<file path="src/rtl/windowed_pid_heater_control_top_macros.svh">
// ----------------------------------------------------------------------------
// Assertion macros for the windowed PID heater controller
// Clocked, reset-qualified property wrappers shared by the RTL.
// ----------------------------------------------------------------------------
`ifndef WINDOWED_PID_HEATER_CONTROL_TOP_MACROS_SVH
`define WINDOWED_PID_HEATER_CONTROL_TOP_MACROS_SVH

// condition holds at every edge outside reset
`define WPHC_ASSERT_ALWAYS(lbl, cond, msg) \
   lbl: assert property (@(posedge clock) disable iff (reset) (cond)) else $error(msg);

// consequent holds in the cycle after the antecedent
`define WPHC_ASSERT_NEXT(lbl, ante, cons, msg) \
   lbl: assert property (@(posedge clock) disable iff (reset) (ante) |=> (cons)) \
      else $error(msg);

`endif

</file>
<file path="src/rtl/wphc_pkg.sv">
// ----------------------------------------------------------------------------
// wphc_pkg
// Widths, register indexes and word layouts of the windowed PID heater
// controller.
// ----------------------------------------------------------------------------
`timescale 1ns / 1ps

package wphc_pkg;

   localparam int TEMP_W      = 14;
   localparam int TARGET_W    = 13;
   localparam int GAIN_W      = 16;
   localparam int BIAS_W      = 9;
   localparam int ERR_W       = 15;
   localparam int DRIVE_W     = 8;
   localparam int FRAC_SHIFT  = 12;
   localparam int DERIV_TAP   = 4;
   localparam int SETTLE_MUL  = 20;

   localparam int REQ_TDATA_W = 16;
   localparam int RSP_TDATA_W = 16;
   localparam int CSR_INDEX_W = 3;
   localparam int CSR_DATA_W  = 16;

   localparam logic signed [TEMP_W-1:0] MAX_TEMP_RESET = 14'sd4800;
   localparam logic [DRIVE_W-1:0]       DRIVE_MAX      = 8'd255;

   typedef enum logic [CSR_INDEX_W-1:0] {
      CSR_TARGET_TEMP = 3'd0,
      CSR_PROP_GAIN   = 3'd1,
      CSR_INTEG_GAIN  = 3'd2,
      CSR_DERIV_GAIN  = 3'd3,
      CSR_BIAS        = 3'd4,
      CSR_MIN_TEMP    = 3'd5,
      CSR_MAX_TEMP    = 3'd6
   } csr_index_type;

   typedef struct packed {
      logic [RSP_TDATA_W-DRIVE_W-3:0] pad;
      logic                           settled;
      logic                           fault;
      logic [DRIVE_W-1:0]             drive;
   } rsp_word_type;

endpackage

</file>
<file path="src/rtl/windowed_pid_heater_control_top.sv">
// ----------------------------------------------------------------------------
// windowed_pid_heater_control_top
// Windowed PID heater controller: range check, error history with running
// sum, three gain products, saturated drive and settled flag.
// ----------------------------------------------------------------------------
//  channel | direction | handshake            | payload
//  req     | in        | req_tvalid/tready    | tdata: measured_temp; tuser: sample_tick
//  rsp     | out       | rsp_tvalid/tready    | tdata: drive, fault, settled
//  csr     | in        | csr_wen              | csr_index, csr_wdata
//
//  One word per cycle while rsp_tready is high; rsp_tvalid is registered.
//  The history and running sum update at accept of an in-range tick word; the
//  gain products and clamp then run from the stage into the result register.
//  A stalled result holds the stage behind it; req_tready drops only when both
//  the stage and the result register are full and rsp_tready is low.
//  Synchronous reset clears history, sum and valids and loads register defaults.
// ----------------------------------------------------------------------------
`timescale 1ns / 1ps
`include "windowed_pid_heater_control_top_macros.svh"

module windowed_pid_heater_control_top #(
   parameter int WINDOW = 5
) (
   input  logic                                clock,
   input  logic                                reset,
   input  logic                                req_tvalid,
   output logic                                req_tready,
   input  logic [wphc_pkg::REQ_TDATA_W-1:0]    req_tdata,  // [13:0] measured_temp
   input  logic                                req_tuser,  // [0] sample_tick
   output logic                                rsp_tvalid,
   input  logic                                rsp_tready,
   output logic [wphc_pkg::RSP_TDATA_W-1:0]    rsp_tdata,  // [7:0] drive, [8] fault, [9] settled
   input  logic                                csr_wen,
   input  logic [wphc_pkg::CSR_INDEX_W-1:0]    csr_index,
   input  logic [wphc_pkg::CSR_DATA_W-1:0]     csr_wdata
);

   localparam int ERR_W  = wphc_pkg::ERR_W;
   localparam int SUM_W  = ERR_W + $clog2(WINDOW);
   localparam int GS_W   = wphc_pkg::GAIN_W + 1;
   localparam int PP_W   = ERR_W + GS_W;
   localparam int PI_W   = SUM_W + GS_W;
   localparam int DD_W   = ERR_W + 1;
   localparam int PD_W   = DD_W + GS_W;
   localparam int DS_W   = PI_W - wphc_pkg::FRAC_SHIFT + 2;
   localparam int CMP_W  = SUM_W + 6;

   // configuration
   logic [wphc_pkg::TARGET_W-1:0]      target_temp_ff, target_temp_in;
   logic [wphc_pkg::GAIN_W-1:0]        prop_gain_ff, prop_gain_in;
   logic [wphc_pkg::GAIN_W-1:0]        integ_gain_ff, integ_gain_in;
   logic [wphc_pkg::GAIN_W-1:0]        deriv_gain_ff, deriv_gain_in;
   logic signed [wphc_pkg::BIAS_W-1:0] bias_ff, bias_in;
   logic signed [wphc_pkg::TEMP_W-1:0] min_temp_ff, min_temp_in;
   logic signed [wphc_pkg::TEMP_W-1:0] max_temp_ff, max_temp_in;

   always_comb begin
      target_temp_in = target_temp_ff;
      prop_gain_in   = prop_gain_ff;
      integ_gain_in  = integ_gain_ff;
      deriv_gain_in  = deriv_gain_ff;
      bias_in        = bias_ff;
      min_temp_in    = min_temp_ff;
      max_temp_in    = max_temp_ff;
      if (csr_wen) begin
         case (wphc_pkg::csr_index_type'(csr_index))
            wphc_pkg::CSR_TARGET_TEMP: target_temp_in = csr_wdata[wphc_pkg::TARGET_W-1:0];
            wphc_pkg::CSR_PROP_GAIN:   prop_gain_in   = csr_wdata;
            wphc_pkg::CSR_INTEG_GAIN:  integ_gain_in  = csr_wdata;
            wphc_pkg::CSR_DERIV_GAIN:  deriv_gain_in  = csr_wdata;
            wphc_pkg::CSR_BIAS:        bias_in        = $signed(csr_wdata[wphc_pkg::BIAS_W-1:0]);
            wphc_pkg::CSR_MIN_TEMP:    min_temp_in    = $signed(csr_wdata[wphc_pkg::TEMP_W-1:0]);
            wphc_pkg::CSR_MAX_TEMP:    max_temp_in    = $signed(csr_wdata[wphc_pkg::TEMP_W-1:0]);
            default: ;
         endcase
      end
   end

   always_ff @(posedge clock) begin
      if (reset) begin
         target_temp_ff <= '0;
         prop_gain_ff   <= '0;
         integ_gain_ff  <= '0;
         deriv_gain_ff  <= '0;
         bias_ff        <= '0;
         min_temp_ff    <= '0;
         max_temp_ff    <= wphc_pkg::MAX_TEMP_RESET;
      end else begin
         target_temp_ff <= target_temp_in;
         prop_gain_ff   <= prop_gain_in;
         integ_gain_ff  <= integ_gain_in;
         deriv_gain_ff  <= deriv_gain_in;
         bias_ff        <= bias_in;
         min_temp_ff    <= min_temp_in;
         max_temp_ff    <= max_temp_in;
      end
   end

   // handshake
   logic advance;
   logic req_accept;
   logic s1_valid_ff, s1_valid_in;
   logic s1_fault_ff, s1_fault_in;
   logic rsp_valid_ff, rsp_valid_in;
   wphc_pkg::rsp_word_type rsp_word_ff, rsp_word_in;

   assign advance    = !rsp_valid_ff || rsp_tready;
   assign req_tready = !s1_valid_ff || advance;
   assign req_accept = req_tvalid && req_tready;

   // history and running sum, updated at accept of an in-range tick word
   logic signed [wphc_pkg::TEMP_W-1:0] meas;
   logic                               out_of_range;
   logic signed [ERR_W-1:0]            err;
   logic signed [ERR_W-1:0]            hist_ff [WINDOW];
   logic signed [ERR_W-1:0]            hist_in [WINDOW];
   logic signed [SUM_W-1:0]            sum_ff, sum_in;

   assign meas         = $signed(req_tdata[wphc_pkg::TEMP_W-1:0]);
   assign out_of_range = (meas < min_temp_ff) || (meas > max_temp_ff);
   assign err          = $signed({2'b00, target_temp_ff}) - ERR_W'(meas);

   always_comb begin
      for (int i = 0; i < WINDOW; i++) begin
         hist_in[i] = hist_ff[i];
      end
      sum_in      = sum_ff;
      s1_fault_in = s1_fault_ff;
      s1_valid_in = s1_valid_ff;
      if (req_accept) begin
         s1_valid_in = 1'b1;
         s1_fault_in = out_of_range;
         if (!out_of_range && req_tuser) begin
            for (int i = 0; i < WINDOW - 1; i++) begin
               hist_in[i] = hist_ff[i+1];
            end
            hist_in[WINDOW-1] = err;
            sum_in = sum_ff - SUM_W'(hist_ff[0]) + SUM_W'(err);
         end
      end else if (advance) begin
         s1_valid_in = 1'b0;
      end
   end

   always_ff @(posedge clock) begin
      if (reset) begin
         for (int i = 0; i < WINDOW; i++) begin
            hist_ff[i] <= '0;
         end
         sum_ff      <= '0;
         s1_valid_ff <= 1'b0;
         s1_fault_ff <= 1'b0;
      end else begin
         for (int i = 0; i < WINDOW; i++) begin
            hist_ff[i] <= hist_in[i];
         end
         sum_ff      <= sum_in;
         s1_valid_ff <= s1_valid_in;
         s1_fault_ff <= s1_fault_in;
      end
   end

   // gain products, clamp and settled test
   logic signed [PP_W-1:0]  p_prod;
   logic signed [PI_W-1:0]  i_prod;
   logic signed [DD_W-1:0]  d_diff;
   logic signed [PD_W-1:0]  d_prod;
   logic signed [DS_W-1:0]  drive_sum;
   logic [wphc_pkg::DRIVE_W-1:0] drive;
   logic signed [CMP_W-1:0] sum20;
   logic signed [CMP_W-1:0] wt;
   logic                    settled;

   assign p_prod = hist_ff[WINDOW-1] * $signed({1'b0, prop_gain_ff});
   assign i_prod = sum_ff * $signed({1'b0, integ_gain_ff});
   assign d_diff = DD_W'(hist_ff[0]) - DD_W'(hist_ff[wphc_pkg::DERIV_TAP]);
   assign d_prod = d_diff * $signed({1'b0, deriv_gain_ff});

   assign drive_sum = DS_W'(p_prod >>> wphc_pkg::FRAC_SHIFT)
                    + DS_W'(i_prod >>> wphc_pkg::FRAC_SHIFT)
                    + DS_W'(d_prod >>> wphc_pkg::FRAC_SHIFT)
                    + DS_W'(bias_ff);

   always_comb begin
      if (drive_sum < 0) begin
         drive = '0;
      end else if (drive_sum > DS_W'(wphc_pkg::DRIVE_MAX)) begin
         drive = wphc_pkg::DRIVE_MAX;
      end else begin
         drive = drive_sum[wphc_pkg::DRIVE_W-1:0];
      end
   end

   assign sum20   = CMP_W'(sum_ff) * CMP_W'(wphc_pkg::SETTLE_MUL);
   assign wt      = CMP_W'(WINDOW) * $signed(CMP_W'(target_temp_ff));
   assign settled = (sum20 > -wt) && (sum20 < wt);

   always_comb begin
      rsp_valid_in = rsp_valid_ff;
      rsp_word_in  = rsp_word_ff;
      if (advance) begin
         rsp_valid_in         = s1_valid_ff;
         rsp_word_in.pad      = '0;
         rsp_word_in.fault    = s1_fault_ff;
         rsp_word_in.settled  = !s1_fault_ff && settled;
         rsp_word_in.drive    = s1_fault_ff ? '0 : drive;
      end
   end

   always_ff @(posedge clock) begin
      if (reset) begin
         rsp_valid_ff <= 1'b0;
      end else begin
         rsp_valid_ff <= rsp_valid_in;
      end
      rsp_word_ff <= rsp_word_in;
   end

   assign rsp_tvalid = rsp_valid_ff;
   assign rsp_tdata  = rsp_word_ff;

   `WPHC_ASSERT_ALWAYS(a_fault_off,
      !(rsp_valid_ff && rsp_word_ff.fault) || (rsp_word_ff.drive == '0 && !rsp_word_ff.settled),
      "fault word carries nonzero drive or settled")
   `WPHC_ASSERT_NEXT(a_fault_keeps_sum, req_accept && out_of_range,
      sum_ff == $past(sum_ff) && hist_ff[WINDOW-1] == $past(hist_ff[WINDOW-1]),
      "out-of-range word changed the history")
   `WPHC_ASSERT_NEXT(a_tick_shifts, req_accept && !out_of_range && req_tuser,
      hist_ff[0] == $past(hist_ff[1]) && hist_ff[WINDOW-1] == $past(err),
      "history did not shift on tick")
   `WPHC_ASSERT_ALWAYS(a_settled_target,
      !(rsp_valid_ff && rsp_word_ff.settled) || target_temp_ff != '0,
      "settled reported with zero target")
   `WPHC_ASSERT_NEXT(a_stage_held, s1_valid_ff && !advance,
      s1_valid_ff && $stable(sum_ff),
      "stalled stage lost its word")

endmodule
</file>
<file path="config.mk">
export PLATFORM = sky130hd
export DESIGN_NAME = windowed_pid_heater_control_top
export DESIGN_NICKNAME = d
export VERILOG_FILES = /design/src/rtl/wphc_pkg.sv /design/src/rtl/windowed_pid_heater_control_top.sv
export VERILOG_INCLUDE_DIRS = /design/src /design/src/rtl
export SDC_FILE = /design/constraint.sdc
export NUM_CORES = 2
export LEC_CHECK = 0
export BUFFER_PORTS_ARGS = -buffer_cell sky130_fd_sc_hd__buf_4
export CORE_MARGIN = 1
export CORE_UTILIZATION = 35
export DETAILED_ROUTE_END_ITERATION = 7
export SLEW_MARGIN = 20
export SYNTH_ARGS = -nofsm -noshare
export SYNTH_HDL_FRONTEND = slang
export SYNTH_SLANG_ARGS = --single-unit
</file>
<file path="constraint.sdc">
create_clock -name clock -period 10.34 [get_ports clock]
set_input_delay 1.034 -clock clock [delete_from_list [all_inputs] [get_ports clock]]
set_output_delay 1.034 -clock clock [all_outputs]
set_load 0.01 [all_outputs]
</file>
==> flow_summary_export.csv <==
group,metric,value,unit
status,status,"finished, violations left",
status,violations,"negative setup slack",
floorplanning,die_x,345.6,µm
place,port_buffers,50,
synthesis,synth-main-ff-cell,"dfxtp_1",
global_route,antenna_found_initial,2,
route,first_pass_iters,5,
synthesis,synth_top_cell_by_area,"fa_1",
route,drc,0,
route,routed_wl,109400,µm
global_route,grt_pass1_vias,33230,
cells_and_area,layoutNonFillerInstCount,6538,
sta,setup_viol,8,
sta,rsz0062_at_grt,"true",
clock_tree,cts_tree,"yes",
setup_path,reg2regPathDepth,45,
sta,hold_violations,0,
sta,fin_skew,0.03232,ns
place,hpwl,90890,µm
setup_path,crit_top_cell,"fa_1",
synthesis,synth_cell_types,81,
setup_path,crit_slowest_cell,"fa_1",
clock_tree,clock_latency,0.59,ns
pwr,p_per_area,86.21,nW/µm²
synthesis,ys_ff_latch,204,
clock_tree,hold_buffers,0,
clock_tree,cts.path.max_buffers,3,
cells_and_area,area_growth,12.99,%
setup_path,slowest_delay,0.57,ns
route,drt_iter0_markers,1679,
clock_tree,htree_levels,1,
synthesis,seq_area_frac_synth,0.1013,
setup_path,crit_type,"flip-flop to flip-flop",
synthesis,synth_commonest_cells,"908 x inv_1, 853 x nand2_1, 732 x fa_1",
setup_path,critPathLaunchType,"flip-flop",
sta,fin_crit,10.54,ns
cells_and_area,fin_area,46680,µm²
cells_and_area,drive_above_1_share,0.1045,
route,ant_nets,0,
global_route,grt.overflow.total,0,
sta,slew_viol_final,0,
synthesis,synth-edff-count,10,
synthesis,netlist.area_leader.share,0.3547,
clock_tree,clkSlewWorstSetupHoldPaths,0.06,ns
worst_hold_path,whs_path_depth,2,
sta,setup_ws,-0.1983,ns
sta,fin_crit_sh,1.019,
clock_tree,clock_sinks,204,
synthesis,syn_area_per_cell,8.586,µm²
floorplanning,initial_core_util,0.3541,
place,dpl.cell_count,6465,
clock_tree,cts_buffers,27,
route,avgViaCountPerCell,4.874,
synthesis,syn_area,41320,µm²
cells_and_area,nFillCells,11750,
synthesis,yosys.cell_count.top_type,"inv_1",
global_route,grt_usage,0.1849,
route,route.vias.total,31870,
place,gp_congestion,0.8923,
clock_tree,cts_root_buf,"clkbuf_16",
place,placed_area,45050,µm²
synthesis,syn-instance-count,4812,
setup_path,cp.arrival,10.85,ns
route,post_drt_wl_per_cell,16.73,µm
synthesis,ys_top_cells_by_area,"fa_1 35%, ha_1 15%, dfxtp_1 9.4%, inv_1 8.2%, nand2_1 7.7%",
sta,slew_headroom,0.3104,
worst_hold_path,min_path_type,"flip-flop to flip-flop",
floorplanning,pin_count,59,
cells_and_area,layout.nets,6273,
floorplanning,fp-row-count,125,
floorplanning,core,116700,µm²
floorplanning,die_area,119400,µm²
pwr,ir_worst_vdd,0.0001348,V
setup_path,critical_path_required,10.66,ns
sta,worst_pin_slew,1.031,ns
global_route,grt_pass1_wl,177300,µm
setup_path,cp-end-kind,"flip-flop",
synthesis,ys_warn_count,0,
pwr,total_leakage_power,22.49,nW
run,max-cap-violations,0,
global_route,grt_max_degree,105,
sta,fmax,0.09489,GHz
synthesis,async_reset_ff_frac,0,
floorplanning,die_y,345.6,µm
setup_path,cp_max_fo,9,
-- state kept, by name (all words and copies together) (netlist names), 9 cells and up --
signal,cells
deriv_gain_ff,16
hist_ff,75
integ_gain_ff,16
sum_ff,18
max_temp_ff,14
target_temp_ff,13
rsp_tdata,10
min_temp_ff,14
bias_ff,9
prop_gain_ff,16
-- stage by stage --
step | hold WS (ns) | utilization | setup TNS (ns) | worst slack, ns | power, mW
final | 0.4405 | 0.4001 | -1.527 | -0.1983 | 4.025
after global routing | 0.4634 | 0.4001 | -5.544 | -0.7138 | 4.328
after CTS | 0.4353 | 0.3958 | -3.490 | -0.4449 | 3.929
after detailed placement | 0.4424 | 0.3861 | -6.000 | -0.7635 | 2.929
after global placement | 0.4344 | 0.3861 | -4.476 | -0.5617 | 2.907
after floorplan | 0.4321 | - | 0 | 0.004667 | 2.140
-- final timing paths --
kind                                     from                           to  slack, ns
setup reg to reg   hist_ff[0][1]$_SDFFE_PP0P_   rsp_tdata[0]$_SDFFCE_PP0P_      -0.20
hold reg to reg   hist_ff[0][55]$_SDFFE_PP0P_  hist_ff[0][40]$_SDFFE_PP0P_       0.44
hold / removal    hist_ff[0][55]$_SDFFE_PP0P_  hist_ff[0][40]$_SDFFE_PP0P_       0.44
setup / recovery   hist_ff[0][1]$_SDFFE_PP0P_   rsp_tdata[0]$_SDFFCE_PP0P_      -0.20
-- area by class of cell --
class	instances	area (µm²)	share of cell area
multi-input combinational	3516	33600	0.7199
sequential	204	4192	0.08979
inverter	908	3408	0.07301
timing repair buffer	337	2704	0.05792
tap	1524	1907	0.04085
clock buffer	38	777.0	0.01664
clock inverter	10	87.58	0.001876
antenna	1	2.502	0.00005361
-- cell families after synthesis --
family / share of synthesized area
mux: 0.0009691
simple gates: 0.1779
xor+xnor: 0.03010
compound gates: 0.08122
flops: 0.1013
other cells: 0.00009076
fa+ha+maj: 0.5079
buf+inv: 0.1005
-- per-layer routing --
| layer | wire length, µm | vias up | global-route usage | share of wire |
|---|---|---|---|---|
| met5 | 0 | - | 0 | 0 |
| met4 | 3039 | 0 | 0.04738 | 0.028 |
| met2 | 50970 | 699 | 0.3105 | 0.47 |
| met3 | 5548 | 140 | 0.01974 | 0.051 |
| met1 | 49800 | 15830 | 0.2530 | 0.46 |
| li1 | - | 15200 | - | - |
-- timing repair --
item | 4_1_cts | 5_1_grt
resized for setup | 39 | 101
setup endpoints to repair | 8 | 8
setup buffers | 15 | 13
pin swaps | 32 | 75
-- worst max-delay path, delay by kind of cell (launching register included) --
kind	cells	cell delay (ns)
AOI/OAI and AO/OA	19	3.40
buffers and inverters	6	0.85
adders and majority gates	10	4.25
xor gates and xnor gates	1	0.15
DFF	1	0.32
and+or+nand+nor	9	1.29
-- where the power goes --
group,switching (mW),internal [mW]
Sequential,0.0392,0.833
Clock,0.401,0.528
Combinational,1.18,1.04
-- cells in the final DEF, fill, tap and decap left out, drive strengths merged, types with 15 or more instances in the layout --
cell type and instances:
clkbuf 38, nand2 853, a21o 45, fa 732
o21a 26, a21oi 279, a211oi 23, xnor2 81
xor2 61, nand3 40, inv 914, nor3 43
nand4 15, nand2b 47, nor2 138, or2 17
buf 335, o21ai 80, or3 16, and2 299
nor2b 57, dfxtp 194, ha 506, and3 20
Power figures use the tool's default switching activity.
